[src/sv/stbs_pkg.sv]
`timescale 1ns / 1ps
`default_nettype none
// ----------------------------------------------------------------------------
// stbs_pkg: shared types and constants for the sorted table search unit
// Table geometry, item and result layouts, function and status codes, and the
// command and status bundles between controller and datapath.
// ----------------------------------------------------------------------------
package stbs_pkg;

  // Table geometry
  localparam int TABLE_DEPTH = 1024;
  localparam int KEY_WIDTH   = 32;
  localparam int ADDR_W      = (TABLE_DEPTH > 1) ? $clog2(TABLE_DEPTH) : 1;
  localparam int CNT_W       = $clog2(TABLE_DEPTH + 1);

  // Fixed field widths
  localparam int FUNC_W  = 2;
  localparam int POS_W   = 10;
  localparam int KEYIN_W = 32;
  localparam int STAT_W  = 2;
  localparam int ECNT_W  = 11;

  // Function codes
  localparam logic [FUNC_W-1:0] FUNC_LOAD  = 2'd0;
  localparam logic [FUNC_W-1:0] FUNC_EXACT = 2'd1;
  localparam logic [FUNC_W-1:0] FUNC_NEAR  = 2'd2;

  // Result status codes
  localparam logic [STAT_W-1:0] ST_MATCH = 2'd0;
  localparam logic [STAT_W-1:0] ST_MISS  = 2'd1;
  localparam logic [STAT_W-1:0] ST_NEAR  = 2'd2;
  localparam logic [STAT_W-1:0] ST_EMPTY = 2'd3;

  typedef struct packed {
    logic [FUNC_W-1:0]  func;
    logic [POS_W-1:0]   load_position;
    logic [KEYIN_W-1:0] key_value;
  } stbs_in_t;

  typedef struct packed {
    logic [STAT_W-1:0] status;
    logic [POS_W-1:0]  position;
  } stbs_out_t;

  // Controller to datapath
  typedef struct packed {
    logic capture;    // latch the input beat
    logic write;      // store the key of a load
    logic start;      // open a search and issue the first probe
    logic step;       // compare a probe and issue the next
    logic rec_empty;  // record the empty-table result
    logic finish;     // move the result into the output register
  } stbs_cmd_t;

  // Datapath to controller
  typedef struct packed {
    logic [FUNC_W-1:0] func;
    logic              empty;
    logic              hit;
    logic              more;
    logic              out_free;
  } stbs_stat_t;

endpackage

`default_nettype wire

[src/sv/stbs_ctrl.sv]
`timescale 1ns / 1ps
`default_nettype none
// ----------------------------------------------------------------------------
// stbs_ctrl: search sequencer
// Takes one item at a time, dispatches loads and searches, steps the probe
// loop and hands the result to the output register.
// ----------------------------------------------------------------------------
module stbs_ctrl (
  input  wire                        clk,
  input  wire                        rst,
  input  wire                        in_valid,
  output logic                       in_ready,
  output stbs_pkg::stbs_cmd_t        cmd,
  input  wire  stbs_pkg::stbs_stat_t stat
);

  localparam logic [1:0] S_IDLE     = 2'd0;
  localparam logic [1:0] S_DISPATCH = 2'd1;
  localparam logic [1:0] S_SEARCH   = 2'd2;
  localparam logic [1:0] S_DONE     = 2'd3;

  logic [1:0] state;
  logic [1:0] state_next;

  assign in_ready = state == S_IDLE;

  // Next state and commands
  always_comb begin
    state_next = state;
    cmd        = '0;
    unique case (state)
      S_IDLE: begin
        if (in_valid) begin
          cmd.capture = 1'b1;
          state_next  = S_DISPATCH;
        end
      end
      S_DISPATCH: begin
        unique case (stat.func)
          stbs_pkg::FUNC_LOAD: begin
            cmd.write  = 1'b1;
            state_next = S_IDLE;
          end
          stbs_pkg::FUNC_EXACT, stbs_pkg::FUNC_NEAR: begin
            if (stat.empty) begin
              cmd.rec_empty = 1'b1;
              state_next    = S_DONE;
            end else begin
              cmd.start  = 1'b1;
              state_next = S_SEARCH;
            end
          end
          default: begin
            state_next = S_IDLE;
          end
        endcase
      end
      S_SEARCH: begin
        cmd.step = 1'b1;
        if (stat.hit || !stat.more) begin
          state_next = S_DONE;
        end
      end
      S_DONE: begin
        if (stat.out_free) begin
          cmd.finish = 1'b1;
          state_next = S_IDLE;
        end
      end
      default: begin
        state_next = S_IDLE;
      end
    endcase
  end

  // State register
  always_ff @(posedge clk) begin
    if (rst) begin
      state <= S_IDLE;
    end else begin
      state <= state_next;
    end
  end

endmodule

`default_nettype wire

[config.mk]
export PLATFORM = sky130hd
export DESIGN_NAME = stbs_ctrl
export DESIGN_NICKNAME = d
export VERILOG_FILES = /design/src/sv/stbs_pkg.sv /design/src/sv/stbs_ctrl.sv
export SDC_FILE = /design/constraint.sdc
export NUM_CORES = 1
export LEC_CHECK = 0
export ABC_AREA = 1
export ABC_CLOCK_PERIOD_IN_PS = 1250
export BUFFER_PORTS_ARGS = -buffer_cell sky130_fd_sc_hd__buf_2
export CAP_MARGIN = 20
export CORE_AREA = 2 2 39 41
export DETAILED_ROUTE_END_ITERATION = 10
export DIE_AREA = 0 0 41 43
export PLACE_DENSITY_LB_ADDON = 0.1
export REMOVE_ABC_BUFFERS = 1
export SYNTH_ARGS = -nofsm -noshare
export SYNTH_HDL_FRONTEND = slang
export SYNTH_SLANG_ARGS = --single-unit
[constraint.sdc]
create_clock -name clk -period 1.25 [get_ports clk]
set_input_delay 0.0625 -clock clk [delete_from_list [all_inputs] [get_ports clk]]
set_output_delay 0.0625 -clock clk [all_outputs]
set_load 0.02 [all_outputs]
==> metrics.md <==
| Metric | Value |
|---|---|
| Run status | `finished clean` |
| Die area | `0.00176 sq mm` |
| Synth top cells by count | `nor2_1 (9), inv_1 (8), nand2_1 (3)` |
| Min Tclk post-route | `1.13 ns` |
| Slew @ Worst Pin | `0.179 ns` |
| Syn. warnings | `0` |
| Antenna violations before repair | `0` |
| RePlAce Congestion | `0.605` |
| Share of layout cells above drive strength 1 | `44.9%` |
| # rows | `14` |
| CTS Sinks | `2` |
| Final core utilization | `21.4%` |
| Die Y | `43 microns` |
| Total vias in the final route | `233` |
| Yosys top cell by area | `dfxtp_1` |
| Sw power | `107 uW` |
| Final setup viols | `0` |
| Top FF cell, synth | `dfxtp_1` |
| Wire length per cell | `6.80 microns` |
| Hold crit path type | `input port to flop` |
| Final Max Tran Viols | `0` |
| Post-CTS setup buffer count | `0` |
| Clock transition at the registers of the reported paths | `0.03 ns` |
| Port-buffer cells | `15` |
| Die X | `41 microns` |
| Hold Fails Final Rpt | `0` |
| Peak supply drop | `0.000729 V` |
| Vias in the first global route | `200` |
| Clock root buffer master | `clkbuf_4` |
| Combinational share of power | `31.9%` |
| Filler cells | `170` |
| Period utilization | `90.2%` |
| Initial core utilization | `12.8%` |
| P per Cell Area | `1090 mW/mm^2` |
| PostCTS Resize Cnt | `0` |
| Hpwl dp | `400 microns` |
| Synth top area share | `22.5%` |
| Sequential share of the synthesized area | `22.5%` |
| EDFF count, synth | `0` |
| Cell count after placement | `62` |
| Slew headroom | `87.9%` |
| Layout area overhead | `66.9%` |
| Synth Register Bits | `2` |
| Crit end category | `primary output` |
| Hold Startpoint | `rst` |
| Maxcap violations | `0` |
| # IOs | `16` |
| DR iter-0 viols | `1` |
| Fin Setup TNS | `0 ns` |
| Longest Clk Path Bufs | `2` |
| Core Area | `0.00138 sq mm` |
| Crit path DAT | `1.06 ns` |
| Total Routed Length | `442 microns` |
| Clk_lat worst skew | `0.22 ns` |
| Clock power share | `43.0%` |
| Vias per inst | `3.58` |
| Sequential Power Share | `25.2%` |
| CP Launch Type | `flop` |
| Gr usage total | `5.91%` |
| Synthesized area | `178 sq um` |
| TritonCTS clock tree | `built` |
| 1st-pass router iterations | `2` |
| WP data required | `1.19 ns` |
| Gr ovfl total | `0` |
| Worst-path maximum fanout | `4` |
| Max Fclk | `887 MHz` |
| Post-route ant nets | `0` |
| ANT cells | `0` |
| Min Hold Slack | `0.0225 ns` |
| H-tree depth | `1` |
| Syn Inst Count | `31` |
| Synth cell types | `12` |
| Skew final | `0.00509 ns` |
| Largest net degree at the start of global routing | `8` |
| RSZ-0062 raised after global routing | `false` |
| Synth area leaders | `dfxtp_1 (23%), nor2_1 (19%), inv_1 (17%)` |
| FFs w/ async S/R, synth | `0%` |
| Hold-fix buffers, CTS | `0` |
| Internal power | `217 uW` |
| Post-Syn Area per Cell | `5.73 sq um` |
| Nets@finish | `61` |
| Global-route wire length before repair | `683 microns` |
| Pleak | `0.183 nW` |
| CP Class | `flop to primary output` |
| CTS buffer count | `3` |
| Most frequent cell after synthesis | `nor2_1` |
| Remaining routing DRC violations | `0` |
| Final instance count without filler cells | `65` |
| Sw frac | `33.0%` |
kinds of logic after synthesis:
logic type,after synthesis,share of synthesized area [%]
buffers and inverters,8,16.9
AO/OA/AOI/OAI,2,5.63
adder cells (fa/ha/maj),1,7.04
flip-flops,2,22.5
AND/OR/NAND/NOR,18,47.9
power by group through the flow:
stage / clock network, mW / registers (mW) / logic, mW
6_report: 0.139 / 0.0813 / 0.103
3_5_place_dp: 0 / 0.0817 / 0.105
2_1_floorplan: 0 / 0.0793 / 0.0684
3_3_place_gp: 0 / 0.0816 / 0.106
5_1_grt: 0.154 / 0.0833 / 0.114
4_1_cts: 0.146 / 0.0808 / 0.105
layout make-up:
| cell class | instances | area (sq um) | share of cell area, % |
|---|---|---|---|
| multi-input combinational | 21 | 108 | 36.3 |
| timing repair buffer | 15 | 75.1 | 25.3 |
| sequential | 2 | 41.3 | 13.9 |
| inverter | 8 | 30.0 | 10.1 |
| clock buffer | 3 | 22.5 | 7.59 |
| tap | 16 | 20.0 | 6.75 |
through the flow:
| stage | setup slack (ns) | cell area [sq um] | power, mW |
|---|---|---|---|
| floorplan | 0.213 | 178 | 0.148 |
| global placement | 0.332 | 273 | 0.187 |
| detailed placement | 0.322 | 273 | 0.186 |
| CTS | 0.0815 | 295 | 0.332 |
| global route | 0.0227 | 297 | 0.351 |
| finish | 0.123 | 297 | 0.323 |
worst max-delay path: stages, from the launching register on:
cell	delay [ns]
dfxtp_1	0.32
inv_1	0.12
nand2_2	0.10
nor3_1	0.12
buf_2	0.18
metal layers:
metal | up-vias | share of wire, % | global-route usage [%]
li1 | 128 | - | -
met1 | 98 | 43 | 6.07
met2 | 7 | 48 | 8.75
met3 | 0 | 9.3 | 4.71
met4 | 0 | 0 | 2.00
met5 | - | 0 | 0
placed cells by master, fill, tap and decap left out, drive strengths merged, types with 2 or more instances in the layout:
master,instances
clkbuf,3
inv,8
nor3,2
nor2,10
dfxtp,2
nand2,4
buf,15
path summary, 6_finish.rpt:
check                           endpoint  slack, ns  cells past startpoint
worst min-delay path                flop       0.02                      2
worst max register to register      flop       0.36                      5
worst min register to register  state[0]       0.60                      3
worst max-delay path              cmd[3]       0.12                      4
No activity file was read; power rests on OpenSTA's default activity.
